==> config.mk <==
export PLATFORM = sky130hd
export DESIGN_NAME = uart_rx_tx_ring_buffer_engine_top_flat
export DESIGN_NICKNAME = d
export VERILOG_FILES = /design/src/rtl/urrb_pkg.sv /design/src/rtl/urrb_if.sv /design/src/rtl/uart_rx_tx_ring_buffer_engine_top.sv /design/src/rtl/urrb_ctrl.sv /design/src/rtl/urrb_datapath.sv /design/src/flat_wrapper.sv
export SDC_FILE = /design/constraint.sdc
export NUM_CORES = 1
export LEC_CHECK = 0
export CORE_MARGIN = 3
export CORE_UTILIZATION = 45
export CTS_CLUSTER_DIAMETER = 60
export DETAILED_ROUTE_END_ITERATION = 6
export DONT_BUFFER_PORTS = 1
export GPL_ROUTABILITY_DRIVEN = 0
export PLACE_DENSITY = 0.71
export SYNTH_ARGS = -nofsm -noshare
export SYNTH_HDL_FRONTEND = slang
export SYNTH_SLANG_ARGS = --single-unit
==> constraint.sdc <==
create_clock -name clk -period 5.85 [get_ports clk]
set_input_delay 0.8775 -clock clk [delete_from_list [all_inputs] [get_ports clk]]
set_output_delay 0.8775 -clock clk [all_outputs]
set_load 0.005 [all_outputs]
==> src/rtl/urrb_pkg.sv <==
`timescale 1ns / 1ps

package urrb_pkg;

    // Default ring depth; each ring holds at most one byte fewer than this.
    localparam int URRB_DEPTH = 64;

    // Fixed field widths.
    localparam int OP_W    = 3;
    localparam int BYTE_W  = 8;
    localparam int LEVEL_W = 6;
    localparam int COUNT_W = 16;

    // Operation codes carried in the op field.
    localparam logic [OP_W-1:0] OP_RX_BYTE = 3'd0;
    localparam logic [OP_W-1:0] OP_TX_EMPTY = 3'd1;
    localparam logic [OP_W-1:0] OP_HOST_WR = 3'd2;
    localparam logic [OP_W-1:0] OP_HOST_RD = 3'd3;
    localparam logic [OP_W-1:0] OP_SET_TXEN = 3'd4;

    // Controller states, one-hot.
    typedef enum logic [2:0] {
        ST_IDLE = 3'b001,
        ST_EXEC = 3'b010,
        ST_OUT  = 3'b100
    } urrb_state_t;

    // Source of the byte reported in the result.
    typedef enum logic [1:0] {
        SEL_NONE,
        SEL_DATA,
        SEL_RX,
        SEL_TX
    } urrb_sel_t;

    // Commands from the controller to the datapath.
    typedef struct packed {
        logic load;    // input transfer: update rings and counters
        logic finish;  // capture the result from updated state
    } urrb_cmd_t;

    // One input item.
    typedef struct packed {
        logic [OP_W-1:0]   op;
        logic [BYTE_W-1:0] data;
        logic              line_error;
    } urrb_item_t;

    // One result item.
    typedef struct packed {
        logic               out_valid;
        logic [BYTE_W-1:0]  out_byte;
        logic               accepted;
        logic [LEVEL_W-1:0] rx_level;
        logic [LEVEL_W-1:0] tx_level;
        logic [COUNT_W-1:0] overflow_total;
        logic [COUNT_W-1:0] error_total;
        logic               tx_enable_now;
    } urrb_result_t;

endpackage

==> src/rtl/urrb_if.sv <==
`timescale 1ns / 1ps

// Input channel: one operation per transfer.
interface urrb_in_if import urrb_pkg::*; ();
    logic              valid;
    logic              ready;
    logic [OP_W-1:0]   op;
    logic [BYTE_W-1:0] data;
    logic              line_error;

    modport source (output valid, output op, output data, output line_error, input ready);
    modport sink (input valid, input op, input data, input line_error, output ready);
endinterface

// Result channel: one status result per transfer.
interface urrb_out_if import urrb_pkg::*; ();
    logic               valid;
    logic               ready;
    logic               out_valid;
    logic [BYTE_W-1:0]  out_byte;
    logic               accepted;
    logic [LEVEL_W-1:0] rx_level;
    logic [LEVEL_W-1:0] tx_level;
    logic [COUNT_W-1:0] overflow_total;
    logic [COUNT_W-1:0] error_total;
    logic               tx_enable_now;

    modport source (
        output valid, output out_valid, output out_byte, output accepted,
        output rx_level, output tx_level, output overflow_total,
        output error_total, output tx_enable_now, input ready
    );
    modport sink (
        input valid, input out_valid, input out_byte, input accepted,
        input rx_level, input tx_level, input overflow_total,
        input error_total, input tx_enable_now, output ready
    );
endinterface

==> src/rtl/uart_rx_tx_ring_buffer_engine_top.sv <==
`timescale 1ns / 1ps

// Buffered UART front end with a receive ring and a transmit ring, each DEPTH
// entries deep and holding up to DEPTH-1 bytes. Every accepted operation gives
// exactly one status result. An item is taken, its result is captured in the
// execute state and then shown, and the next item is taken in the cycle after
// that result transfer; the ring memories are read into registers as the item
// is taken. The forwarding enable is written through cfg_we and cfg_wdata; the
// user is to write it only while idle, as the block itself does not enforce it.
module uart_rx_tx_ring_buffer_engine_top import urrb_pkg::*; #(
    parameter int DEPTH = URRB_DEPTH
) (
    input  logic clk,
    input  logic rst_n,
    urrb_in_if.sink   in_item,
    urrb_out_if.source result,
    input  logic cfg_we,
    input  logic cfg_wdata
);

    urrb_cmd_t    cmd;
    urrb_item_t   item;
    urrb_result_t res;

    // Input payload gathered into one item.
    assign item.op         = in_item.op;
    assign item.data       = in_item.data;
    assign item.line_error = in_item.line_error;

    urrb_ctrl u_ctrl (
        .clk       (clk),
        .rst_n     (rst_n),
        .in_valid  (in_item.valid),
        .in_ready  (in_item.ready),
        .out_valid (result.valid),
        .out_ready (result.ready),
        .cmd       (cmd)
    );

    urrb_datapath #(
        .DEPTH (DEPTH)
    ) u_datapath (
        .clk       (clk),
        .rst_n     (rst_n),
        .cmd       (cmd),
        .item      (item),
        .cfg_we    (cfg_we),
        .cfg_wdata (cfg_wdata),
        .result    (res)
    );

    // Result payload onto the output channel.
    assign result.out_valid      = res.out_valid;
    assign result.out_byte       = res.out_byte;
    assign result.accepted       = res.accepted;
    assign result.rx_level       = res.rx_level;
    assign result.tx_level       = res.tx_level;
    assign result.overflow_total = res.overflow_total;
    assign result.error_total    = res.error_total;
    assign result.tx_enable_now  = res.tx_enable_now;

endmodule

==> src/rtl/urrb_ctrl.sv <==
`timescale 1ns / 1ps

module urrb_ctrl import urrb_pkg::*; (
    input  logic      clk,
    input  logic      rst_n,
    input  logic      in_valid,
    output logic      in_ready,
    output logic      out_valid,
    input  logic      out_ready,
    output urrb_cmd_t cmd
);

    urrb_state_t state_reg;
    urrb_state_t state_next;
    logic        in_fire;
    logic        out_fire;

    assign in_ready  = (state_reg == ST_IDLE);
    assign out_valid = (state_reg == ST_OUT);
    assign in_fire   = in_valid && in_ready;
    assign out_fire  = out_valid && out_ready;

    // Datapath commands.
    assign cmd.load   = in_fire;
    assign cmd.finish = (state_reg == ST_EXEC);

    // Next-state logic.
    always_comb
    begin
        state_next = state_reg;
        unique case (state_reg)
            ST_IDLE:
            begin
                if (in_fire)
                begin
                    state_next = ST_EXEC;
                end
            end
            ST_EXEC:
            begin
                state_next = ST_OUT;
            end
            ST_OUT:
            begin
                if (out_fire)
                begin
                    state_next = ST_IDLE;
                end
            end
            default:
            begin
                state_next = ST_IDLE;
            end
        endcase
    end

    // State register.
    always_ff @(posedge clk or negedge rst_n)
    begin
        if (!rst_n)
        begin
            state_reg <= ST_IDLE;
        end
        else
        begin
            state_reg <= state_next;
        end
    end

    // An accepted item produces its result once the execute state has passed.
    a_result_follows: assert property (@(posedge clk) disable iff (!rst_n)
        in_fire |-> ##2 out_valid)
        else $error("result did not follow an accepted item");

    // No new item is taken while one is in progress.
    a_one_at_a_time: assert property (@(posedge clk) disable iff (!rst_n)
        in_fire |=> !in_ready)
        else $error("input taken while an item was in progress");

    // Once the result transfer completes the block is ready again.
    a_ready_after_result: assert property (@(posedge clk) disable iff (!rst_n)
        out_fire |=> in_ready)
        else $error("block not ready after result transfer");

endmodule

==> src/rtl/urrb_datapath.sv <==
`timescale 1ns / 1ps

module urrb_datapath import urrb_pkg::*; #(
    parameter int DEPTH = URRB_DEPTH
) (
    input  logic         clk,
    input  logic         rst_n,
    input  urrb_cmd_t    cmd,
    input  urrb_item_t   item,
    input  logic         cfg_we,
    input  logic         cfg_wdata,
    output urrb_result_t result
);

    localparam int PTR_W = $clog2(DEPTH);
    localparam logic [PTR_W-1:0] PTR_LAST = PTR_W'(DEPTH - 1);
    localparam logic [PTR_W:0]   DEPTH_EXT = (PTR_W + 1)'(DEPTH);

    // Ring storage.
    logic [BYTE_W-1:0] rx_mem [DEPTH];
    logic [BYTE_W-1:0] tx_mem [DEPTH];
    logic [BYTE_W-1:0] rx_rd_reg;
    logic [BYTE_W-1:0] tx_rd_reg;

    // Ring pointers, counters and flags.
    logic [PTR_W-1:0]   rx_head_reg;
    logic [PTR_W-1:0]   rx_tail_reg;
    logic [PTR_W-1:0]   tx_head_reg;
    logic [PTR_W-1:0]   tx_tail_reg;
    logic [COUNT_W-1:0] ovf_cnt_reg;
    logic [COUNT_W-1:0] err_cnt_reg;
    logic               txen_reg;
    logic               fwd_en_reg;

    // Per-item latched decisions.
    urrb_sel_t         sel_reg;
    logic              acc_reg;
    logic [BYTE_W-1:0] data_reg;

    urrb_result_t res_reg;

    // Pointer increments and ring status.
    logic [PTR_W-1:0] rx_head_inc;
    logic [PTR_W-1:0] rx_tail_inc;
    logic [PTR_W-1:0] tx_head_inc;
    logic [PTR_W-1:0] tx_tail_inc;
    logic             rx_full;
    logic             rx_empty;
    logic             tx_full;
    logic             tx_empty;

    assign rx_head_inc = (rx_head_reg == PTR_LAST) ? '0 : rx_head_reg + 1'b1;
    assign rx_tail_inc = (rx_tail_reg == PTR_LAST) ? '0 : rx_tail_reg + 1'b1;
    assign tx_head_inc = (tx_head_reg == PTR_LAST) ? '0 : tx_head_reg + 1'b1;
    assign tx_tail_inc = (tx_tail_reg == PTR_LAST) ? '0 : tx_tail_reg + 1'b1;
    assign rx_full     = (rx_head_inc == rx_tail_reg);
    assign rx_empty    = (rx_head_reg == rx_tail_reg);
    assign tx_full     = (tx_head_inc == tx_tail_reg);
    assign tx_empty    = (tx_head_reg == tx_tail_reg);

    // Fill levels from the current pointers, cut to the reported width.
    logic [PTR_W-1:0]         rx_lvl;
    logic [PTR_W-1:0]         tx_lvl;
    logic [PTR_W+LEVEL_W-1:0] rx_lvl_ext;
    logic [PTR_W+LEVEL_W-1:0] tx_lvl_ext;

    always_comb
    begin
        if (rx_head_reg >= rx_tail_reg)
        begin
            rx_lvl = rx_head_reg - rx_tail_reg;
        end
        else
        begin
            rx_lvl = PTR_W'({1'b0, rx_head_reg} + DEPTH_EXT - {1'b0, rx_tail_reg});
        end
        if (tx_head_reg >= tx_tail_reg)
        begin
            tx_lvl = tx_head_reg - tx_tail_reg;
        end
        else
        begin
            tx_lvl = PTR_W'({1'b0, tx_head_reg} + DEPTH_EXT - {1'b0, tx_tail_reg});
        end
    end

    assign rx_lvl_ext = {{LEVEL_W{1'b0}}, rx_lvl};
    assign tx_lvl_ext = {{LEVEL_W{1'b0}}, tx_lvl};

    // Forwarding enable register.
    always_ff @(posedge clk or negedge rst_n)
    begin
        if (!rst_n)
        begin
            fwd_en_reg <= 1'b0;
        end
        else if (cfg_we)
        begin
            fwd_en_reg <= cfg_wdata;
        end
    end

    // Ring memories: write on store, registered read at the tail.
    always_ff @(posedge clk)
    begin
        if (cmd.load)
        begin
            if (item.op == OP_RX_BYTE && !rx_full)
            begin
                rx_mem[rx_head_reg] <= item.data;
            end
            if (item.op == OP_HOST_WR && !tx_full)
            begin
                tx_mem[tx_head_reg] <= item.data;
            end
            rx_rd_reg <= rx_mem[rx_tail_reg];
            tx_rd_reg <= tx_mem[tx_tail_reg];
        end
    end

    // Ring pointers, counters and transmit enable.
    always_ff @(posedge clk or negedge rst_n)
    begin
        if (!rst_n)
        begin
            rx_head_reg <= '0;
            rx_tail_reg <= '0;
            tx_head_reg <= '0;
            tx_tail_reg <= '0;
            ovf_cnt_reg <= '0;
            err_cnt_reg <= '0;
            txen_reg    <= 1'b0;
            sel_reg     <= SEL_NONE;
            acc_reg     <= 1'b0;
        end
        else if (cmd.load)
        begin
            sel_reg <= SEL_NONE;
            acc_reg <= 1'b0;
            unique case (item.op)
                OP_RX_BYTE:
                begin
                    if (item.line_error && err_cnt_reg != '1)
                    begin
                        err_cnt_reg <= err_cnt_reg + 1'b1;
                    end
                    if (!rx_full)
                    begin
                        rx_head_reg <= rx_head_inc;
                        acc_reg     <= 1'b1;
                    end
                    else if (ovf_cnt_reg != '1)
                    begin
                        ovf_cnt_reg <= ovf_cnt_reg + 1'b1;
                    end
                    if (fwd_en_reg)
                    begin
                        sel_reg <= SEL_DATA;
                    end
                end
                OP_TX_EMPTY:
                begin
                    if (txen_reg)
                    begin
                        if (!tx_empty)
                        begin
                            sel_reg     <= SEL_TX;
                            tx_tail_reg <= tx_tail_inc;
                        end
                        else
                        begin
                            txen_reg <= 1'b0;
                        end
                    end
                end
                OP_HOST_WR:
                begin
                    if (!tx_full)
                    begin
                        tx_head_reg <= tx_head_inc;
                        acc_reg     <= 1'b1;
                        txen_reg    <= 1'b1;
                    end
                end
                OP_HOST_RD:
                begin
                    if (!rx_empty)
                    begin
                        sel_reg     <= SEL_RX;
                        rx_tail_reg <= rx_tail_inc;
                    end
                end
                OP_SET_TXEN:
                begin
                    txen_reg <= item.data[0];
                end
                default:
                begin
                end
            endcase
        end
    end

    // Incoming byte kept for forwarding.
    always_ff @(posedge clk)
    begin
        if (cmd.load)
        begin
            data_reg <= item.data;
        end
    end

    // Result capture from the updated state.
    always_ff @(posedge clk)
    begin
        if (cmd.finish)
        begin
            res_reg.out_valid      <= (sel_reg != SEL_NONE);
            res_reg.accepted       <= acc_reg;
            res_reg.rx_level       <= rx_lvl_ext[LEVEL_W-1:0];
            res_reg.tx_level       <= tx_lvl_ext[LEVEL_W-1:0];
            res_reg.overflow_total <= ovf_cnt_reg;
            res_reg.error_total    <= err_cnt_reg;
            res_reg.tx_enable_now  <= txen_reg;
            case (sel_reg)
                SEL_DATA: res_reg.out_byte <= data_reg;
                SEL_RX:   res_reg.out_byte <= rx_rd_reg;
                SEL_TX:   res_reg.out_byte <= tx_rd_reg;
                default:  res_reg.out_byte <= '0;
            endcase
        end
    end

    assign result = res_reg;

    // Pointers always stay inside the ring.
    a_rx_ptr_range: assert property (@(posedge clk) disable iff (!rst_n)
        (rx_head_reg <= PTR_LAST) && (rx_tail_reg <= PTR_LAST))
        else $error("receive pointer outside the ring");

    a_tx_ptr_range: assert property (@(posedge clk) disable iff (!rst_n)
        (tx_head_reg <= PTR_LAST) && (tx_tail_reg <= PTR_LAST))
        else $error("transmit pointer outside the ring");

endmodule
==> src/flat_wrapper.sv <==
// flat-port wrapper written by rule: the top's interface ports become plain ports
module uart_rx_tx_ring_buffer_engine_top_flat import urrb_pkg::*;
#(
    parameter int DEPTH = URRB_DEPTH
)
  (clk, rst_n, cfg_we, cfg_wdata, in_item_valid, in_item_op, in_item_data, in_item_line_error, in_item_ready, result_valid, result_out_valid, result_out_byte, result_accepted, result_rx_level, result_tx_level, result_overflow_total, result_error_total, result_tx_enable_now, result_ready);
  urrb_in_if in_item_i ();
  urrb_out_if result_i ();
  input  logic clk;
  input  logic rst_n;
  input  logic cfg_we;
  input  logic cfg_wdata;
  input wire logic [$bits(in_item_i.valid)-1:0] in_item_valid;
  input wire logic [$bits(in_item_i.op)-1:0] in_item_op;
  input wire logic [$bits(in_item_i.data)-1:0] in_item_data;
  input wire logic [$bits(in_item_i.line_error)-1:0] in_item_line_error;
  output wire logic [$bits(in_item_i.ready)-1:0] in_item_ready;
  output wire logic [$bits(result_i.valid)-1:0] result_valid;
  output wire logic [$bits(result_i.out_valid)-1:0] result_out_valid;
  output wire logic [$bits(result_i.out_byte)-1:0] result_out_byte;
  output wire logic [$bits(result_i.accepted)-1:0] result_accepted;
  output wire logic [$bits(result_i.rx_level)-1:0] result_rx_level;
  output wire logic [$bits(result_i.tx_level)-1:0] result_tx_level;
  output wire logic [$bits(result_i.overflow_total)-1:0] result_overflow_total;
  output wire logic [$bits(result_i.error_total)-1:0] result_error_total;
  output wire logic [$bits(result_i.tx_enable_now)-1:0] result_tx_enable_now;
  input wire logic [$bits(result_i.ready)-1:0] result_ready;
  assign in_item_i.valid = in_item_valid;
  assign in_item_i.op = in_item_op;
  assign in_item_i.data = in_item_data;
  assign in_item_i.line_error = in_item_line_error;
  assign in_item_ready = in_item_i.ready;
  assign result_valid = result_i.valid;
  assign result_out_valid = result_i.out_valid;
  assign result_out_byte = result_i.out_byte;
  assign result_accepted = result_i.accepted;
  assign result_rx_level = result_i.rx_level;
  assign result_tx_level = result_i.tx_level;
  assign result_overflow_total = result_i.overflow_total;
  assign result_error_total = result_i.error_total;
  assign result_tx_enable_now = result_i.tx_enable_now;
  assign result_i.ready = result_ready;
  uart_rx_tx_ring_buffer_engine_top #(.DEPTH(DEPTH)) u_core (.clk(clk), .rst_n(rst_n), .in_item(in_item_i), .result(result_i), .cfg_we(cfg_we), .cfg_wdata(cfg_wdata));
endmodule
* After elaboration in Yosys (flattened, before gate mapping)
Memories as Yosys holds them, arrays and structs flattened. A register that Yosys moved wholly into a read port is not among the register bits. Cells that the tools add are included. Widths: inputs -> output; s select.
Storage, ports and cells: output and inout bits 57, bits in writable memories 1024, flip-flop bits (word level) 127, memories 2, logic and storage cells 109
Memory list:
- u_core.u_datapath.rx_mem | words 64, width 8, read ports 1, clocked after Yosys merged registers in 1, write ports 1, RTL line urrb_datapath.sv:20 | logic [BYTE_W-1:0] rx_mem [DEPTH];
- u_core.u_datapath.tx_mem | words 64, width 8, read ports 1, clocked after Yosys merged registers in 1, write ports 1, RTL line urrb_datapath.sv:21 | logic [BYTE_W-1:0] tx_mem [DEPTH];
Operators by class: eq/ne operators 23, order comparisons 2, reductions and logical operators 18, mux-type cells 28, bitwise operators 4, add/sub/neg operators 12
Operator list (number):
- $add 6x1->6 const B | 6
- $mux 6 | 6
- $add 16x1->16 const B | 2
- $ne 16x16->1 const B | 2
- $eq 6x6->1 | 4
- $eq 6x6->1 const B | 4
- $pmux 8 s3 | 1
- $sub 6x6->6 | 4
- $reduce_and 3->1 | 5
- $ge 6x6->1 | 2
- $mux 1 | 12
- $eq 3x2->1 const B | 3
- $pmux 3 s3 | 1
- $reduce_and 4->1 | 2
- $eq 3x1->1 const B | 2
- $eq 3x3->1 const B | 2
- $mux 2 | 3
- $mux 3 | 2
- $pmux 2 s3 | 1
- $logic_and 1x1->1 | 5
- $eq 2x2->1 const B | 2
- $ne 2x1->1 const B | 2
- $not 1->1 | 4
- $logic_not 3->1 | 1
- 8 further kinds | 9

* Longest topological paths before layout
Gate-level depths: netlist of run 1.
word-level depth 8, mapped depth 12

* By module
From an unflattened synthesis of run 1, not the netlist that was laid out.
Unflattened totals: cell total of the unflattened synthesis 2262, area, all modules 46115.5 um^2
Modules (own cells, without submodules):
- urrb_datapath | cells each 2249, times used 1, sequential area each 34648.2 um^2, area each 45951.6 um^2
- urrb_ctrl | cells each 13, times used 1, sequential area each 76.3 um^2, area each 163.9 um^2

* Worst setup path after synthesis of run 1
OpenSTA, ideal clock, no wires.
kind register -> register, start point register u_core.u_ctrl.state_reg[1], end point register u_core.u_datapath.result[0] (netlist name), arrival time 4516 ps, slack 784 ps, library setup time 550 ps, cell stages (with the launch flop) 2, cell sequence dfrtp_1 -> nor3b_1
Between the ends: longest elaborated chain between the ends 1
RTL lines:
- from (decl) | RTL line urrb_ctrl.sv:13 | urrb_state_t state_reg;
- from (signal assigned) | RTL line urrb_ctrl.sv:66 | state_reg <= state_next;
- $eq 3x2->1 | RTL line urrb_ctrl.sv:25 | assign cmd.finish = (state_reg == ST_EXEC);
No other way between the ends. A chain may end at the register's enable or synchronous reset.

* Final worst setup path of run 1
start point register u_core.u_datapath.rx_head_reg[3], end point memory u_core.u_datapath.rx_mem[44][3] (enable)
Between the ends: longest elaborated chain between the ends 8, elaborated cells between the ends (all ways) 9
RTL lines:
- from (decl) | RTL line urrb_datapath.sv:26 | logic [PTR_W-1:0] rx_head_reg;
- from (signal assigned) | RTL line urrb_datapath.sv:149 | rx_head_reg <= rx_head_inc;
- $add 6x1->6 / $eq 6x6->1 (equally long branches) | RTL line urrb_datapath.sv:52 | assign rx_head_inc = (rx_head_reg == PTR_LAST) ? '0 : rx_head_reg + 1'b1;
- $mux 6 | RTL line urrb_datapath.sv:52
- $eq 6x6->1 | RTL line urrb_datapath.sv:56 | assign rx_full = (rx_head_inc == rx_tail_reg);
- $logic_not 1->1
- $logic_and 1x1->1 | RTL line urrb_datapath.sv:108 | if (item.op == OP_RX_BYTE && !rx_full)
- $mux 1 | RTL line urrb_datapath.sv:108
- $mux 1 | RTL line urrb_datapath.sv:106 | if (cmd.load)
- $mux 1 (implied by the code) | RTL line urrb_datapath.sv:110 | rx_mem[rx_head_reg] <= item.data;
- to (decl) | RTL line urrb_datapath.sv:20
Parallel ways exist; a longest one is shown, timed or not.

==> impl_results.md, run 1 <==
- Crit start category: register
- CTS sink cnt: roughly 1200
- GRT Overall Usage: between 10% and 20%
- Crit Path Class: register to register
- Grt met3 use: about 4.7%
- Most Crowded Layer GR: met2
- DIE WIDTH: about 330 µm
- Worst-Skew Late Latency: around 680 ps
- Max Freq: approximately 240 MHz
- Final Cell Area: about 0.051 mm²
- Vias in the first global route: ~23000
- Asr flop ratio synth: around 5.5%
- Max cap viols: 0
- Hold Crit Class: primary input to asynchronous set/reset pin
- Die Ht: 327 µm
- RSZ-0062 raised after global routing: false
- Worst EP required: ~6100 ps
- Final #Nets: about 2400
- Placement Cell Area: about 0.048 mm²
- Worst slew pin tran: between 1000 and 1500 ps
- Final number of hold-violating endpoints: 0
- Dominant synthesized flop cell: edfxtp_1
- Synthesis Warnings: 0
- Synth Instances: around 2300
- DP Wirelength: 59300 µm
- Max-slew headroom: 8.64%
- Via count: 22700
- Via-to-Cell Ratio: 6.02
- Util after Layout: between 50% and 60%
- Post-DRT Antenna Nets: 0
- Initial Util: between 40% and 50%
- Number of synthesized flops with an enable pin: about 1100
- CTS Buf Count: between 100 and 150
- Outcome: complete, no violations
- Syn_nets: ~2300
- CTS tree: built
- Cell Area, Synth: 0.0462 mm²
- Die area: around 0.11 mm²
- Power per cell area: 426 mW/mm²
- M2 GR Usage: a little under a third
- # port buffers: 0
- Crit-path max cell delay: 860 ps
- Post-Route WL: 101000 µm
- Reg clk slew, reported paths: approximately 60 ps
- Minimum clock period: approximately 4200 ps
- Drt pass-1 iters: 5
- Worst Skew: between 20 and 25 ps
- DR WL/cell: approximately 27 µm
- Crit-path max FO: 28
- Crit. End Element: register
- Pin count of the biggest net entering global routing: about 130
- Slowest CP cell: nor2_1
- Period Utilization, post-route: just over 70%
- Area contributors post-synth: edfxtp_1 72%, mux4_2 14%, dfrtp_1 3.4%
- Clk buf depth: 3
- Final setup violating endpoints: 0
- Global-route wire length before repair: about 150000 µm
- Layout cells sized above 1: 22.0%
- CTS root buf: clkbuf_16
- Row cnt: about 120
- WP data arrival: 4510 ps
- Fin cells: 3777
- Crit-path leading delay family: compound AO/OA/AOI/OAI gates
- Ports: 75
- Yosys top cell by area: edfxtp_1
- Max Slew Vio Count: 0
- Area delta synth->final: 10.7%
- DRC violations left: 0
- Most frequent cells after synthesis: 1103 x edfxtp_1, 293 x mux4_2, 132 x nor2_1
- Overall power consumption: approximately 22 mW
- Initial antenna violation count: 4
- Critical-path cell list: nand3_1 -> o32ai_1 -> a2111o_1 -> o2111ai_2 -> nor2_1
- Sequential fraction of the synthesis area: 75.1%
- Netlist cell types: 80
- Total core area: just over 0.1 mm²
- Met1 GRT Util: a little over a quarter
- TNS Setup: 0 ps
- H-tree Lvls: 3
- Most common cell in the netlist: edfxtp_1
- Placed Cells: around 3600
- Drt first-iter violations: between 2000 and 3000
- Worst vdd ir: ~0.34 mV
- Syn avg cell area: between 20 and 25 µm²
- Buf+Inv Stages, Crit Path: 0
- Post-CTS Setup Repair Bufs: 0
- Post-synth top area share: a little under three quarters
- Grt total ovfl: 0
- Pleak: about 16 nW
- #FFs+latches synth: approximately 1200
==> stage by stage <==
step | worst slack, ps | hold slack, ps
detailed placement | 1740 | 434
global route | 1340 | 14.0
CTS | 1730 | 1.96
global placement | 1820 | 433
floorplan | 784 | 425
finish | 1630 | 47.4
==> where the power goes <==
group	internal [mW]	switching, mW	total (mW)
clock network	3.87	2.94	6.82
logic	2.41	2.64	5.05
registers	9.45	0.496	9.95
total	15.7	6.08	21.8
==> logic make-up (layout without fill, tap and decap cells) <==
group	count (synthesis)	after routing	synth area share, %
xor gates and xnor gates	57	57	1.08
DFF	1167	1167	75.1
adders and majority gates	18	18	0.520
buffers and inverters	154	268	1.42
other	0	1	0
muxes	322	322	14.9
and+or+nand+nor	443	443	4.52
AOI/OAI and AO/OA	144	144	2.41
==> worst paths after layout <==
check                                                  startpoint                                to  slack (ps)  depth (start not counted)
max in group asynchronous                                   rst_n  u_core.u_datapath.rx_tail_reg[1]        5470                          1
min in group clk                                    in_item_valid        u_core.u_ctrl.state_reg[0]         260                          1
worst min-delay path                                        rst_n        u_core.u_ctrl.state_reg[0]          50                          0
worst min register to register  u_core.u_datapath.err_cnt_reg[13]      u_core.u_datapath.result[14]         450                          0
worst max register to register   u_core.u_datapath.rx_head_reg[3]   u_core.u_datapath.rx_mem[44][3]        1630                          5
worst max-delay path             u_core.u_datapath.rx_head_reg[3]   u_core.u_datapath.rx_mem[44][3]        1630                          5
==> worst register-to-register path, stage by stage (launching register included) <==
cell       delay (ps)
dfrtp_1           620
nand3_1           430
o32ai_1           390
a2111o_1          810
o2111ai_2         710
nor2_1            870
==> repair_timing <==
action / CTS / global route
gates resized for setup: 0 / 0
endpoints found under the hold margin: 63 / 0
hold buffers: 1 / 0
==> cells in the final DEF (no fill, tap or decap), types with 4 or more instances in the layout <==
master and n:
edfxtp_1 1103, clkbuf_16 109, nand4_1 17, inv_1 29
a21o_1 5, nor2_1 132, buf_4 40, mux2i_1 15
bufinv_16 10, dfrtp_1 57, and2_1 7, nor3_1 33
and4_1 5, a22o_1 9, xor2_1 21, a211oi_1 10
xnor2_1 36, a31oi_1 14, a32oi_1 13, o21ai_0 19
ha_1 16, nand3b_1 8, or4_1 6, mux2_2 14
or2_2 6, nor2b_1 14, or3_1 5, nand3_1 49
dfrtp_4 4, a21oi_1 15, clkbuf_1 23, and3_1 9
nand2_1 131, clkinv_2 16, a22oi_1 10, clkinv_1 25
o2111ai_2 4, mux4_2 293
==> cell type report <==
class	count	area (µm²)
multi-input combinational	984	10900
tap	1357	1700
sequential	1167	34700
fill	7863	49800
clock inverter	60	572
antenna	1	2.50
clock buffer	134	2840
timing repair buffer	43	353
inverter	31	116
==> routing by layer <==
layer | wire length (µm) | part of all wire, %
met2 | 48700 | 48
met4 | 1920 | 1.9
met1 | 41200 | 41
met3 | 9230 | 9.1
met5 | 12 | 0.012
No activity file was read; power rests on OpenSTA's default activity.
==> run 2: changes to the inputs <==
clock period = 3.9 ns   (was 5.85 ns; I/O delays follow)
==> impl_results.md, run 2 (synthesized netlist as in run 1, its figures left out) <==
- Placement Cell Area: 0.0481 mm² (+0.82%)
- Vias in the first global route: 23300 (+1.1%)
- CTS root buf: clkbuf_16
- GRT Overall Usage: 19.0% (-0.057 points)
- Overall power consumption: 33.6 mW (+54%)
- RSZ-0062 raised after global routing: false
- Buf+Inv Stages, Crit Path: 1 (+1)
- Crit start category: register
- CTS Buf Count: 107 (unchanged)
- Reg clk slew, reported paths: 70 ps (about the same)
- Drt first-iter violations: 2532 (-6.0%)
- DP Wirelength: 60000 µm (+1.1%)
- Grt total ovfl: 0 (unchanged)
- Final Cell Area: 0.0519 mm² (+1.3%)
- Ports: 75 (unchanged)
- Worst EP required: 4200 ps (-1940 ps)
- Fillcell total: 7791 (-0.92%)
- TNS Setup: 0 ps (unchanged)
- Critical-path cell list: ha_1 -> nand4_1 -> a21oi_1 -> o22ai_1 -> o211ai_1 -> buf_4 -> nand2_1 -> nor2_1
- Max-slew headroom: 35.6% (+27 points)
- Final number of hold-violating endpoints: 0 (unchanged)
- Post-CTS Setup Repair Bufs: 0 (unchanged)
- Pre-CTS setup slack: 538 ps (-1200 ps)
- Power per cell area: 647 mW/mm² (+52%)
- Worst Skew: 20.9 ps (+0.395 ps)
- CTS tree: built
- Reg2reg start: u_core.u_datapath.tx_head_reg[1]
- Die Ht: 327 µm (unchanged)
- DRC violations left: 0 (unchanged)
- Final #Nets: 2413 (+1.8%)
- Pin count of the biggest net entering global routing: 131 (unchanged)
- Source of the critical timing path: u_core.u_datapath.tx_head_reg[1]
- Multi-input combinational cell area: 0.0109 mm² (about the same)
- Global-route wire length before repair: 154000 µm (+0.14%)
- Worst-Skew Late Latency: 680 ps (about the same)
- Outcome: complete, no violations
- Final setup violating endpoints: 0 (unchanged)
- CTS sink cnt: 1167 (unchanged)
- Area delta synth->final: 12.2%
- Final WS setup: 439 ps (-1190 ps)
- Commonest non-fill, non-tap cell in the layout: edfxtp_1
- Sequential Area: 0.0347 mm² (unchanged)
- Pleak: 16.5 nW (+2.3%)
- Initial Util: 45.8% (unchanged)
- Max Freq: 289 MHz (+22%)
- Crit-path leading delay family: simple AND/OR/NAND/NOR gates
- Worst slew pin tran: 962 ps (-397 ps)
- Max Slew Vio Count: 0 (unchanged)
- Row cnt: 116 (unchanged)
- # port buffers: 0 (unchanged)
- Via count: 23000 (+1.2%)
- CTS Hold Bufs: 4 (+3)
- Fin cells: 3825 (+1.3%)
- Worst vdd ir: 0.444 mV (+30%)
- DIE WIDTH: 327 µm (unchanged)
- Post-CTS Resized: 0 (unchanged)
- DR WL/cell: 26.5 µm (-1.1%)
- Post-DRT Antenna Nets: 0 (unchanged)
- Die area: 0.107 mm² (unchanged)
- Layout cells sized above 1: 24.0% (+2.0 points)
- Crit-path max FO: 9 (-68%)
- Via-to-Cell Ratio: 6.01 (about the same)
- Crit Path Class: register to register
- H-tree Lvls: 3 (unchanged)
- Util after Layout: 51.3% (+0.66 points)
- Initial antenna violation count: 1 (-3)
- Placed Cells: 3621 (+1.1%)
- Post-Route WL: 101000 µm (+0.18%)
- Total core area: 0.101 mm² (unchanged)
- Drt pass-1 iters: 6 (+1)
- Crit. End Element: register
- Commonest non-fill, non-tap cells in the layout: 1103 x edfxtp_1, 293 x mux4_2, 132 x nor2_1
- Period Utilization, post-route: 88.7% (+17 points)
- Crit-path max cell delay: 710 ps (-150 ps)
- WP data arrival: 3760 ps (-750 ps)
- Hold Startpoint: in_item_data[2]
- Max cap viols: 0 (unchanged)
- Clk buf depth: 3 (unchanged)
- Slowest CP cell: nor2_1
- Worst hold slack: 48.4 ps (+1.04 ps)
- Hold Crit Class: primary input to register
- Minimum clock period: 3460 ps (-756 ps)
run 2: cell types whose count changed in the layout (fill, tap and decap cells not counted), sizes merged, moves of 2 or more:
cell and change:
buf +40, bufinv +8, clkbuf -6, dlygate4sd3 +3
clkinvlp +2, inv +2
run 2: final timing paths:
path                       slack [ps]  depth (start not counted)                                to
max in group asynchronous        3130                          2  u_core.u_datapath.rx_tail_reg[0]
min                                50                          0   u_core.u_datapath.rx_mem[29][2]
max                               440                          8   u_core.u_datapath.tx_mem[51][3]
min reg2reg                       450                          0      u_core.u_datapath.result[45]
min in group asynchronous         440                          2        u_core.u_ctrl.state_reg[1]
max reg2reg                       440                          8   u_core.u_datapath.tx_mem[51][3]
run 2: worst reg2reg max path: stages (launching register included):
cell,delay (ps)
dfrtp_1,500
ha_1,360
nand4_1,180
a21oi_1,250
o22ai_1,120
o211ai_1,310
buf_4,230
nand2_1,430
nor2_1,710
run 2: area by class of cell:
class / instances / area share (%)
Sequential cell: 1167 / 67.0
Multi-Input combinational cell: 984 / 21.0
Clock buffer: 128 / 5.40
Tap cell: 1357 / 3.27
Clock inverter: 71 / 1.68
Timing Repair Buffer: 86 / 1.47
Inverter: 31 / 0.224
Antenna cell: 1 / 0.00483
run 2: report_power, final:
| group | internal (mW) | switching, mW | total (mW) | leakage [nW] |
|---|---|---|---|---|
| logic | 3.77 | 4.25 | 8.03 | 3.91 |
| clock network | 6.34 | 4.52 | 10.9 | 1.79 |
| registers | 14.2 | 0.509 | 14.7 | 10.7 |
run 2: per-layer routing:
metal | wire length, µm | global-route usage, % | part of all wire, % | vias to the layer above
met2 | 49000 | 30.5 | 48 | 1125
met4 | 2010 | 4.99 | 2.0 | 0
met3 | 8890 | 3.34 | 8.8 | 142
met1 | 41400 | 27.3 | 41 | 12200
li1 | - | - | - | 9575
met5 | 0 | 0 | 0 | -
